## src/rtl/core/atrsb_pkg.sv

```systemverilog
package atrsb_pkg;

    localparam int unsigned NUM_BUCKETS_DEF = 4;
    localparam int unsigned KINDS           = 4;
    localparam int unsigned NUM_EDGES       = 3;
    localparam int unsigned EDGE_W          = 40;
    localparam int unsigned SEQ_W           = 48;
    localparam int unsigned PRICE_W         = 24;
    localparam int unsigned VOL_W           = 30;
    localparam int unsigned PROD_W          = PRICE_W + VOL_W;
    localparam int unsigned RUNVOL_W        = 48;
    localparam int unsigned TOTAL_W         = 63;
    localparam int unsigned CFG_IDX_W       = 2;

    localparam logic [EDGE_W-1:0] EDGE_LOW_RST  = 40'd4000000;
    localparam logic [EDGE_W-1:0] EDGE_MID_RST  = 40'd20000000;
    localparam logic [EDGE_W-1:0] EDGE_HIGH_RST = 40'd100000000;

    localparam logic [CFG_IDX_W-1:0] CFG_EDGE_LOW  = 2'd0;
    localparam logic [CFG_IDX_W-1:0] CFG_EDGE_MID  = 2'd1;
    localparam logic [CFG_IDX_W-1:0] CFG_EDGE_HIGH = 2'd2;

    localparam logic [1:0] FUNC_FILL  = 2'd0;
    localparam logic [1:0] FUNC_OTHER = 2'd1;
    localparam logic [1:0] FUNC_END   = 2'd2;

    localparam logic [1:0] KIND_BUY_AMT  = 2'd0;
    localparam logic [1:0] KIND_SELL_AMT = 2'd1;
    localparam logic [1:0] KIND_BUY_VOL  = 2'd2;
    localparam logic [1:0] KIND_SELL_VOL = 2'd3;

    typedef struct packed {
        logic [1:0]         func;
        logic [SEQ_W-1:0]   bid_order_seq;
        logic [SEQ_W-1:0]   offer_order_seq;
        logic [PRICE_W-1:0] price_cents;
        logic [VOL_W-1:0]   fill_volume;
    } t_in;

    typedef struct packed {
        logic [1:0]         total_kind;
        logic [1:0]         bucket_index;
        logic [TOTAL_W-1:0] total_value;
        logic               last_total;
    } t_out;

    typedef struct packed {
        logic [1:0]        func;
        logic [SEQ_W-1:0]  bid_seq;
        logic [SEQ_W-1:0]  offer_seq;
        logic [VOL_W-1:0]  volume;
        logic [PROD_W-1:0] amount;
    } t_s2;

    function automatic logic [TOTAL_W-1:0] sat_add_total(
        input logic [TOTAL_W-1:0] a,
        input logic [TOTAL_W-1:0] b
    );
        logic [TOTAL_W:0] s;
        s = {1'b0, a} + {1'b0, b};
        return s[TOTAL_W] ? {TOTAL_W{1'b1}} : s[TOTAL_W-1:0];
    endfunction

    function automatic logic [RUNVOL_W-1:0] sat_add_vol(
        input logic [RUNVOL_W-1:0] a,
        input logic [RUNVOL_W-1:0] b
    );
        logic [RUNVOL_W:0] s;
        s = {1'b0, a} + {1'b0, b};
        return s[RUNVOL_W] ? {RUNVOL_W{1'b1}} : s[RUNVOL_W-1:0];
    endfunction

endpackage

```

## src/rtl/core/atrsb_front.sv

```systemverilog
module atrsb_front (
    input  logic             i_clk,
    input  logic             i_rst_n,
    input  logic             i_in_valid,
    output logic             o_in_ready,
    input  atrsb_pkg::t_in   i_in,
    input  logic             i_drain_free,
    output logic             o_fire,
    output atrsb_pkg::t_s2   o_s2
);

    logic             r_v1;
    atrsb_pkg::t_in   r_s1;
    logic             r_v2;
    atrsb_pkg::t_s2   r_s2;
    logic             s2_ready;
    logic             in_acc;

    // An end item may only leave the second stage when the output buffer can take a snapshot.
    assign s2_ready   = !(r_v2 && (r_s2.func == atrsb_pkg::FUNC_END)) || i_drain_free;
    assign o_in_ready = !r_v1 || s2_ready;
    assign in_acc     = i_in_valid && o_in_ready;
    assign o_fire     = r_v2 && s2_ready;
    assign o_s2       = r_s2;

    always_ff @(posedge i_clk) begin
        if (!i_rst_n) begin
            r_v1 <= 1'b0;
            r_v2 <= 1'b0;
        end else begin
            if (in_acc) begin
                r_v1 <= 1'b1;
            end else if (s2_ready) begin
                r_v1 <= 1'b0;
            end
            if (s2_ready) begin
                r_v2 <= r_v1;
            end
        end
    end

    always_ff @(posedge i_clk) begin
        if (in_acc) begin
            r_s1 <= i_in;
        end
        if (s2_ready) begin
            r_s2.func      <= r_s1.func;
            r_s2.bid_seq   <= r_s1.bid_order_seq;
            r_s2.offer_seq <= r_s1.offer_order_seq;
            r_s2.volume    <= r_s1.fill_volume;
            r_s2.amount    <= atrsb_pkg::PROD_W'(r_s1.price_cents) *
                              atrsb_pkg::PROD_W'(r_s1.fill_volume);
        end
    end

endmodule

```

## config.mk

```make
export PLATFORM = sky130hd
export DESIGN_NAME = atrsb_front
export DESIGN_NICKNAME = d
export VERILOG_FILES = /design/src/rtl/core/atrsb_pkg.sv /design/src/rtl/core/atrsb_front.sv
export SDC_FILE = /design/constraint.sdc
export NUM_CORES = 2
export LEC_CHECK = 0
export BUFFER_PORTS_ARGS = -buffer_cell sky130_fd_sc_hd__buf_2
export CAP_MARGIN = 40
export CORE_ASPECT_RATIO = 0.5
export CORE_MARGIN = 5
export CORE_UTILIZATION = 45
export CTS_BUF_LIST = sky130_fd_sc_hd__clkbuf_4
export DETAILED_ROUTE_END_ITERATION = 16
export HOLD_SLACK_MARGIN = 0.03
export PLACE_DENSITY = 0.7
export SYNTH_ARGS = -nofsm -noshare
export SYNTH_HDL_FRONTEND = slang
export SYNTH_SLANG_ARGS = --single-unit
```

## constraint.sdc

```tcl
create_clock -name i_clk -period 6 [get_ports i_clk]
set_input_delay 0 -clock i_clk [delete_from_list [all_inputs] [get_ports i_clk]]
set_output_delay 0 -clock i_clk [all_outputs]
set_load 0.05 [all_outputs]
```

After elaboration in Yosys (flattened, before gate mapping)
Cells that the tools add are included.
{ "totals": {"ff_bits": 336, "latchBits": 0, "ram_bits": 0, "romBits": 0, "input_bits": 156, "output_inout_bits": 184, "word_cells": 24, "n_memories": 0} }
{ "op_classes": {"add_sub_neg": 0, "mul": 1, "div_mod_pow": 0, "n_lt_le_gt_ge": 0, "eq_ne": 1, "shift": 0, "mux": 2, "bitwise_logic": 0, "reduce_logical": 8} }
{ "ops": {"columns": ["cell", "n"], "rows": [
  ["24-bit by 30-bit multiplier with 54-bit output", 1],
  ["1-bit logical AND", 3],
  ["2-bit equality test, second input constant", 1],
  ["1-bit zero test", 2],
  ["1-bit logical OR", 2],
  ["1-bit 2-to-1 mux", 2],
  ["2-bit nonzero test", 1]
]} }

Longest topological paths before layout
{ "logic_depth": {"word_depth": 7, "mapped_depth": 26, "ltp_nobuf": 24} }

Least setup slack after synthesis
Ideal clock, no wire load.
{ "synth_timing": {"kind": "reg-to-reg", "startpoint": "register r_s1[16] (netlist name)", "endpoint": "register r_s2, in the netlist o_s2[46], data pin", "t_arrival_ns": 6.329, "required_ns": 5.740, "slack_ns": -0.589, "stages_incl_launch_ff": 24, "period_less_slack_ns": 6.589, "cell_sequence": "edfxtp_1 > clkbuf_1 > and2_1 > fa_1 > inv_1 > fa_1 > fa_1 > inv_1 > fa_1 > fa_1 > inv_1 > fa_1 > fa_1 > inv_1 > ha_1 > clkbuf_1 > nand2_1 > a2111oi_0 > or3_4 > o211ai_1 > and3_1 > nor3_4 > a31oi_1 > xnor2_1"} }
{ "synth_between": {"elab_chain_len": 1} }
{ "synth_lines": {"columns": ["element", "line_no", "rtl"], "rows": [
  ["start, declared", "atrsb_front.sv:13", "atrsb_pkg::t_in r_s1;"],
  ["start signal, assigned", "atrsb_front.sv:44", "r_s1 <= i_in;"],
  ["24-bit by 30-bit multiplier with 54-bit output", "atrsb_front.sv:51", "r_s2.amount <= atrsb_pkg::PROD_W'(r_s1.price_cents) *"],
  ["end, declared", "atrsb_front.sv:15", "atrsb_pkg::t_s2 r_s2;"]
]} }
Every way passes these cells.
A chain may end at the register's enable or synchronous reset.

Worst setup path after layout
{ "layout_timing": {"startpoint": "register r_s1[42] (netlist name)", "endpoint": "register r_s2, in the netlist o_s2[46], data pin"} }
The elaborated chain is that of the path after synthesis.

==> results.md <==
- Initial drt markers: 1440
- Critical Path RT: 6.66 ns
- Post-Syn Nets: 3991
- Worst setup EP type: register
- Largest net degree at the start of global routing: 99
- WS Path Type: reg -> reg
- Cell family contributing the most delay on the critical path: adder cells
- Worst skew pair latency: 0.96 ns
- Commonest non-fill, non-tap cell in the layout: inv_1
- Global router's overall resource usage: 23.9%
- Final ANT Viol Nets: 0
- Max frequency: 144 MHz
- Final Util: 61.6%
- Sequential element share of the synthesized area: 30.0%
- Htree depth: 3
- Worst path bufs/invs: 7
- Die W: 396 um
- Gpl congestion: 0.927
- Worst Hold Class: in -> reg
- Failing checks: DRC, setup timing
- Num ports: 340
- DRT Pass-1 Iters: 12
- Post-detail-place hpwl: 70.4 mm
- Synth unique cells: 58
- Synth Cell Area: 33600 um2
- Antenna violations before repair: 4
- Clk buf depth: 3
- CTS buffer count: 79
- RSZ-0062 raised after global routing: yes
- Setup crit start kind: register
- Final worst slack: -0.955 ns
- Layout cells sized above 1: 27.8%
- Setup violations, final: 38
- Final hold vios: 0
- Placed cell area: 39400 um2
- Critical path's largest stage delay: 0.55 ns
- First-pass GRT wire length: 151 mm
- Yosys Warn Count: 0
- Post-route cell area: 45200 um2
- # rows: 70
- Total wire length: 94.0 mm
- Grt ovf: 0
- Die Area: 80500 um2
- Synthesized flop and latch total: 336
- Mean Syn Cell Area: 11.0 um2
- Sink Count: 336
- Mapped Cells: 3041
- Die height: 203 um
- Hold WS: 0.283 ns
- CP most frequent cell: fa_1
- Worst-Margin Slew: 0.755 ns
- Setup Skew: 0.0795 ns
- Core area: 73500 um2
- Worst-path clk slew: 0.09 ns
- Crit share post-route: 116%
- Synth Flop Type: edfxtp_1
- DRC viols: 2
- Vias in the first global route: 29.1k
- Relative slew slack: 49.6%
- Slowest cell on the critical path: fa_1
- Initial Util: 45.7%
- Crit path time final: 6.95 ns
- Vias per inst: 4.98
- Area grow syn2layout: 34.7%
- Via count: 25.4k
- PortBufs: 339
- Final slew viol count: 0
- Status: finished, violations left
- Routed wire per std cell: 18.5 um
- Root Driver: clkbuf_4
- CTS tree: built
- Max capacitance violation total: 0
- Share of flip-flops with an asynchronous set or reset: 0%
- Nets: 5016
- Critical path arrival: 7.62 ns
- Post-synth EDFFs: 334
- Worst-path fanout max: 6
- Commonest cells after routing, fill and taps aside: inv_1, fa_1, nand2_1, and2_1, buf_4
[through the flow]
stage	TNS, ns	setup slack [ns]	std cells
4_1_cts	-19.55	-0.798	5044
5_1_grt	-29.35	-1.15	5092
3_5_place_dp	-22.80	-0.945	4566
3_3_place_gp	-20.63	-0.846	4565
6_report	-21.94	-0.955	5092
2_1_floorplan	-3.77	-0.370	3041
[cell type report]
class,instances,area (um2)
Sequential cell,336,10100
Clock inverter,24,184
Timing Repair Buffer,1094,8860
Fill cell,5748,28200
Multi-Input combinational cell,1869,21500
Antenna cell,6,15.0
Clock buffer,105,788
Inverter,686,2580
Tap cell,972,1220
[state kept, by name, summed over array words and instances (netlist names)]
signal,count
r_v2,1
r_s1,152
r_v1,1
o_s2,182
[what timing repair did]
action / CTS / global route
buffers inserted: 37 / 49
pin swaps: 84 / 128
hold buffers: 312 / 0
setup endpoints to repair: 38 / 39
endpoints found under the hold margin: 262 / 0
resized for setup: 143 / 149
gates cloned: 0 / 1
[final timing paths]
kind,depth (start not counted),end,from,slack [ns]
max,25,o_s2[46],r_s1[42],-0.95
min,3,r_s1[33],i_in[33],0.28
min reg2reg,0,o_s2[87],r_s1[57],0.40
max reg2reg,25,o_s2[46],r_s1[42],-0.95
[metal layers]
| metal | track usage (%) | share of wire, % |
|---|---|---|
| met1 | 26.7 | 37 |
| met4 | 11.0 | 5.0 |
| met2 | 44.4 | 53 |
| met5 | 0 | 0.014 |
| met3 | 4.32 | 5.6 |
[worst min-delay path, delay by kind of cell]
| kind | cells | cell delay, ns |
|---|---|---|
| buf+inv | 3 | 1.13 |
[cell families after synthesis]
group	count (synthesis)	synth area share [%]
AO/OA/AOI/OAI	164	3.18
flip-flops	336	30.0
buffers and inverters	836	9.36
adder cells (fa/ha/maj)	794	43.3
AND/OR/NAND/NOR	861	12.8
XOR/XNOR	50	1.30
[cell usage after synthesis (all sizes together), types with 3 or more instances]
library cell  instances  share of area [%]
a21boi                3              0.078
o21ai                30               0.46
a211oi                5               0.13
o21bai                5               0.11
fa                  614                 37
nand4                15               0.28
a21o                 19               0.42
inv                 686                7.7
xnor2                31               0.81
nand3                 7               0.10
clkbuf              145                1.6
and2                368                6.9
a2111oi               3              0.078
nor2                 31               0.35
buf                   5              0.075
a21oi                55               0.85
a31oi                13               0.24
o21a                  6               0.13
xor2                 19               0.50
nor2b                 7               0.13
nor3                  8               0.15
edfxtp              334                 30
o211ai                8               0.18
and3                  9               0.17
nand2               403                4.5
ha                  180                6.7
Power is not shown: default switching activity piles up to over one toggle a cycle in this logic, so the estimate is an artifact.
