### src/rtl/core/atrsb_pkg.sv
package atrsb_pkg;

    localparam int unsigned NUM_BUCKETS_DEF = 4;
    localparam int unsigned KINDS           = 4;
    localparam int unsigned NUM_EDGES       = 3;
    localparam int unsigned EDGE_W          = 40;
    localparam int unsigned SEQ_W           = 48;
    localparam int unsigned PRICE_W         = 24;
    localparam int unsigned VOL_W           = 30;
    localparam int unsigned PROD_W          = PRICE_W + VOL_W;
    localparam int unsigned RUNVOL_W        = 48;
    localparam int unsigned TOTAL_W         = 63;
    localparam int unsigned CFG_IDX_W       = 2;

    localparam logic [EDGE_W-1:0] EDGE_LOW_RST  = 40'd4000000;
    localparam logic [EDGE_W-1:0] EDGE_MID_RST  = 40'd20000000;
    localparam logic [EDGE_W-1:0] EDGE_HIGH_RST = 40'd100000000;

    localparam logic [CFG_IDX_W-1:0] CFG_EDGE_LOW  = 2'd0;
    localparam logic [CFG_IDX_W-1:0] CFG_EDGE_MID  = 2'd1;
    localparam logic [CFG_IDX_W-1:0] CFG_EDGE_HIGH = 2'd2;

    localparam logic [1:0] FUNC_FILL  = 2'd0;
    localparam logic [1:0] FUNC_OTHER = 2'd1;
    localparam logic [1:0] FUNC_END   = 2'd2;

    localparam logic [1:0] KIND_BUY_AMT  = 2'd0;
    localparam logic [1:0] KIND_SELL_AMT = 2'd1;
    localparam logic [1:0] KIND_BUY_VOL  = 2'd2;
    localparam logic [1:0] KIND_SELL_VOL = 2'd3;

    typedef struct packed {
        logic [1:0]         func;
        logic [SEQ_W-1:0]   bid_order_seq;
        logic [SEQ_W-1:0]   offer_order_seq;
        logic [PRICE_W-1:0] price_cents;
        logic [VOL_W-1:0]   fill_volume;
    } t_in;

    typedef struct packed {
        logic [1:0]         total_kind;
        logic [1:0]         bucket_index;
        logic [TOTAL_W-1:0] total_value;
        logic               last_total;
    } t_out;

    typedef struct packed {
        logic [1:0]        func;
        logic [SEQ_W-1:0]  bid_seq;
        logic [SEQ_W-1:0]  offer_seq;
        logic [VOL_W-1:0]  volume;
        logic [PROD_W-1:0] amount;
    } t_s2;

    function automatic logic [TOTAL_W-1:0] sat_add_total(
        input logic [TOTAL_W-1:0] a,
        input logic [TOTAL_W-1:0] b
    );
        logic [TOTAL_W:0] s;
        s = {1'b0, a} + {1'b0, b};
        return s[TOTAL_W] ? {TOTAL_W{1'b1}} : s[TOTAL_W-1:0];
    endfunction

    function automatic logic [RUNVOL_W-1:0] sat_add_vol(
        input logic [RUNVOL_W-1:0] a,
        input logic [RUNVOL_W-1:0] b
    );
        logic [RUNVOL_W:0] s;
        s = {1'b0, a} + {1'b0, b};
        return s[RUNVOL_W] ? {RUNVOL_W{1'b1}} : s[RUNVOL_W-1:0];
    endfunction

endpackage

### src/rtl/core/atrsb_drain.sv
module atrsb_drain #(
    parameter int unsigned NUM_BUCKETS = atrsb_pkg::NUM_BUCKETS_DEF
) (
    input  logic                  i_clk,
    input  logic                  i_rst_n,
    input  logic                  i_load,
    input  logic [atrsb_pkg::KINDS-1:0][NUM_BUCKETS-1:0][atrsb_pkg::TOTAL_W-1:0] i_totals,
    output logic                  o_free,
    output logic                  o_out_valid,
    input  logic                  i_out_ready,
    output atrsb_pkg::t_out       o_out
);

    localparam int unsigned BW = $clog2(NUM_BUCKETS);

    logic [atrsb_pkg::KINDS-1:0][NUM_BUCKETS-1:0][atrsb_pkg::TOTAL_W-1:0] r_buf;
    logic          r_busy;
    logic [1:0]    r_kind;
    logic [BW-1:0] r_bkt;
    logic          last_bkt;
    logic          last;
    logic          out_acc;

    assign last_bkt    = (r_bkt == BW'(NUM_BUCKETS - 1));
    assign last        = last_bkt && (r_kind == atrsb_pkg::KIND_SELL_VOL);
    assign out_acc     = r_busy && i_out_ready;
    assign o_free      = !r_busy || (out_acc && last);
    assign o_out_valid = r_busy;

    assign o_out.total_kind   = r_kind;
    assign o_out.bucket_index = 2'(r_bkt);
    assign o_out.total_value  = r_buf[r_kind][r_bkt];
    assign o_out.last_total   = last;

    always_ff @(posedge i_clk) begin
        if (!i_rst_n) begin
            r_busy <= 1'b0;
            r_kind <= atrsb_pkg::KIND_BUY_AMT;
            r_bkt  <= '0;
        end else if (i_load) begin
            r_busy <= 1'b1;
            r_kind <= atrsb_pkg::KIND_BUY_AMT;
            r_bkt  <= '0;
        end else if (out_acc) begin
            if (last) begin
                r_busy <= 1'b0;
            end
            if (last_bkt) begin
                r_bkt  <= '0;
                r_kind <= r_kind + 2'd1;
            end else begin
                r_bkt <= r_bkt + BW'(1);
            end
        end
    end

    always_ff @(posedge i_clk) begin
        if (i_load) begin
            r_buf <= i_totals;
        end
    end

endmodule

### config.mk
export PLATFORM = sky130hd
export DESIGN_NAME = atrsb_drain
export DESIGN_NICKNAME = d
export VERILOG_FILES = /design/src/rtl/core/atrsb_pkg.sv /design/src/rtl/core/atrsb_drain.sv
export SDC_FILE = /design/constraint.sdc
export NUM_CORES = 1
export LEC_CHECK = 0
export BUFFER_PORTS_ARGS = -buffer_cell sky130_fd_sc_hd__buf_2
export CORE_AREA = 2 2 420 422
export DETAILED_ROUTE_END_ITERATION = 12
export DIE_AREA = 0 0 422 424
export PLACE_DENSITY_LB_ADDON = 0.3
export SLEW_MARGIN = 20
export SYNTH_ARGS = -nofsm -noshare
export SYNTH_HDL_FRONTEND = slang
export SYNTH_SLANG_ARGS = --single-unit
### constraint.sdc
create_clock -name i_clk -period 1.75 [get_ports i_clk]
set_input_delay 0.175 -clock i_clk [delete_from_list [all_inputs] [get_ports i_clk]]
set_output_delay 0.175 -clock i_clk [all_outputs]
set_load 0.01 [all_outputs]
# After elaboration in Yosys (flattened, before gate mapping)
# Cells that the tools add are included.
# totals
word_cells,44
out_inout_bits,70
input_bits,1012
register_bits,1013
# classes
n_eq_ne,2
reduce_logical,10
order_cmp,2
addsub,2
n_bitwise,1
mux,8
# op_table
op,n
252-bit binary-select mux with 2-bit select,1
252-bit two-way mux,1
63-bit binary-select mux with 2-bit select,1
63-bit two-way mux,1
2-bit by 3-bit less-than comparator with 1-bit output (second input constant),2
2-bit by 1-bit adder with 2-bit output (second input constant),2
2-bit == test (second input constant),2
2-bit AND reduction,2
2-bit nonzero test,2
1-bit logical AND,3
1-bit two-way mux,3
2-bit two-way mux,1
2-bit OR reduction,1
1-bit logical NOT,1
1-bit logical OR,1
1-bit NOT,1

# Logic depth before layout (Yosys ltp)
# logic_depth
depth_word,5
mapped_depth,6
mapped_depth_nobuf,4

# Worst setup path before layout
# No wires, ideal clock.
# synth_timing
path_kind,register to output
startpoint,reg r_kind[1]
endpoint,out o_out[42] (netlist bit)
path_stages_with_launch,7
path_slack_ns,-0.107
n_path_buf,3
required_ns,1.575
t_arrival_ns,1.682
path_cell_list,dfxtp_1 > buf_4 > buf_2 > clkbuf_1 > mux4_2 > a22oi_1 > nand2_1
# synth_lines
element,line,rtl
from (decl),atrsb_drain.sv:18,logic [1:0] r_kind;
from (signal assigned),atrsb_drain.sv:38,r_kind <= atrsb_pkg::KIND_BUY_AMT;
from (signal assigned),atrsb_drain.sv:42,r_kind <= atrsb_pkg::KIND_BUY_AMT;
from (signal assigned),atrsb_drain.sv:50,r_kind <= r_kind + 2'd1;
to (decl),atrsb_drain.sv:11,output atrsb_pkg::t_out o_out

==> flow_summary_export.csv <==
group,metric,value,unit
setup_path,cp.buffers_inverters,4,
floorplanning,start_util,0.2163,
cts,htreeDepth,3,
timing,maxSlewViolCount,0,
routing,drc,0,
logic_synthesis,synth_top_area_share,0.7997,
floorplanning,die-area,0.1789,mm^2
setup_path,arrival,2.78,ns
setup_path,path_max_fanout,7,
setup_path,cp-end-kind,"primary output",
layout,area.growth.synth_to_final,69.21,%
routing,avgRoutedWirePerCell,25.34,um
floorplanning,core,0.1750,mm^2
layout,fillerInstances,16350,
layout,post-route-util,0.3661,
logic_synthesis,synth_area_per_cell,24.23,um^2
setup_path,critPathTopFamily,"buffers and inverters",
power_and_ir_drop,power_per_cell_area,939.4,mW/mm^2
floorplanning,row_count,154,
global_route,grt_overflow,0,
setup_path,cp_data_required_time,1.57,ns
global_route,grt_max_degree,90,
timing,finalClockSkew,0.002138,ns
timing,worst_slew_pin_slew,0.6403,ns
timing,setup_viol,66,
outcome,failed_checks,"negative setup slack",
routing,antenna_left,0,
placed_design,hpwl,119600,um
layout,drive_above_1_share,0.4733,
setup_path,critPathMaxStageDelay,0.59,ns
cts,cts.sinks,1013,
global_route,grt_pass1_vias,29230,
run,cap_violations,0,
cts,cts.clk_slew.worst_paths,0.06,ns
placed_design,place.gp.congestion,0.9015,
hold_path,min_path_type,"in2reg",
logic_synthesis,yosysUniqueCellTypes,19,
layout,regArea,0.03038,mm^2
global_route,antenna_found_initial,45,
logic_synthesis,synth_area_leaders,"edfxtp_1 80%, mux4_2 15%, a22oi_1 2.5%",
routing,drt_wl_total,162600,um
placed_design,io_buffers,1081,
setup_path,path_common_cell,"buf_12",
cts,root_buffer,"clkbuf_16",
logic_synthesis,ys_seq_elements,1013,
timing,fmax,338.5,MHz
routing,dr.first_iter.drc_count,2242,
timing,rsz0062_at_grt,"true",
layout,multiInputGateArea,0.007670,mm^2
timing,post-route-min-period,2.954,ns
routing,drtPass1Iterations,5,
logic_synthesis,syn-num-nets,2576,
global_route,grt_pass1_wl,220000,um
routing,vias_per_cell,4.239,
logic_synthesis,synth_seq_area_share,0.8024,
outcome,status,"complete, but fails checks",
timing,min_period_over_period,1.688,
logic_synthesis,syn-cell-area,0.03785,mm^2
setup_path,path_cells,"buf_12 -> buf_16 -> buf_12 -> mux4_2 -> a22oi_2 -> nand2_4 -> buf_6",
timing,relSlewSlack,0.5731,
routing,via_count,27210,
cts,numCtsBuffers,113,
cts,cts_tree,"yes",
floorplanning,ios,1082,
setup_path,critPathLaunchType,"flop",
logic_synthesis,synth_top_area_cell,"edfxtp_1",
timing,hold_violations,0,
power_and_ir_drop,peakVddDrop,0.0008531,V
floorplanning,die_h,424,um
cts,cts_buffer_depth,3,
layout,most-common-layout-cells,"1043 x buf_2, 1011 x dlygate4sd3_1, 1008 x edfxtp_1, 252 x mux4_2, 144 x buf_4",
layout,final_common_cell,"buf_2",
logic_synthesis,synthCells,1562,
logic_synthesis,ys_warn_count,0,
timing,layout_setup_ws,-1.204,ns
timing,fin_setup_tns,-69.76,ns
layout,finalNetCount,4969,
setup_path,cp_slowest_cell,"mux4_2",
global_route,grt_use_total,0.1741,
setup_path,critPathKind,"reg2out",
power_and_ir_drop,leakage,0.02394,uW
floorplanning,die_w,422,um
cts,clk_latency,0.76,ns
worst paths after layout:
path | cells after the start | slack [ns] | endpoint | startpoint
worst min-delay path | 2 | 0.10 | r_buf[142] | i_totals[142]
worst max-delay path | 7 | -1.20 | o_out[20] | r_kind[0]
worst max register to register | 8 | 0.12 | r_kind[1] | r_kind[0]
worst min register to register | 2 | 0.58 | r_bkt[1] | o_out_valid
what timing repair did:
item	CTS	global route
gates resized for setup	205	90
hold buffers	1011	0
setup buffers	29	17
gates cloned	5	5
hold endpoints to repair	1128	0
endpoints found under the setup margin	69	66
pin swaps	31	61
sequential cells by signal, summed over array words and instances (netlist names):
signal / cells
r_buf: 1008
o_out_valid: 1
r_kind: 2
r_bkt: 2
synthesized netlist by cell type (all sizes together):
cell	count
ha	2
nand2	66
mux2i	2
nand3	3
mux4	252
nor2	5
dfxtp	5
nand2b	1
a21oi	2
a22oi	126
nor2b	3
clkbuf	42
and2	2
xor2	1
edfxtp	1008
buf	42
metrics by stage:
stage          total power, uW  cell area (um^2)  hold WS, ns  instances  setup WS (ns)
5_1_grt                  62030             64030      0.04503       6413         -1.298
3_3_place_gp             33650             48190       0.3511       5117        -0.6121
6_report                 60160             64050       0.1006       6419         -1.204
3_5_place_dp             33670             48190       0.3531       5117        -0.6416
4_1_cts                  60570             63410      0.01540       6374         -1.281
2_1_floorplan            30540             37900       0.2739       1562       -0.01099
layer usage:
metal	routed length [um]	GRT usage	vias to the layer above
met5	184	0	-
met4	4645	0.05339	30
met3	11000	0.03925	312
met2	83800	0.3071	1310
met1	63010	0.2108	13950
li1	-	-	11610
cell families after synthesis:
logic type / share of synthesized area
adders and majority gates: 0.0006610
buffers and inverters: 0.01259
muxes: 0.1505
DFF: 0.8024
and+or+nand+nor: 0.008430
xor gates and xnor gates: 0.0002314
AOI/OAI and AO/OA: 0.02526
where the power goes:
part	total [uW]	switching (uW)	internal [uW]
Sequential	29700	823	28900
Combinational	5850	2380	3470
Clock	24600	10300	14300
Total	60200	13500	46600
layout make-up:
class / count / share of cell area
well taps: 2340 / 0.04571
repair buffers: 2362 / 0.2993
diodes: 27 / 0.001055
flip-flops and latches: 1013 / 0.4743
multi-input cells: 465 / 0.1198
clock buffers: 135 / 0.04610
clock inverters: 77 / 0.01371
Power figures use the tool's default switching activity.
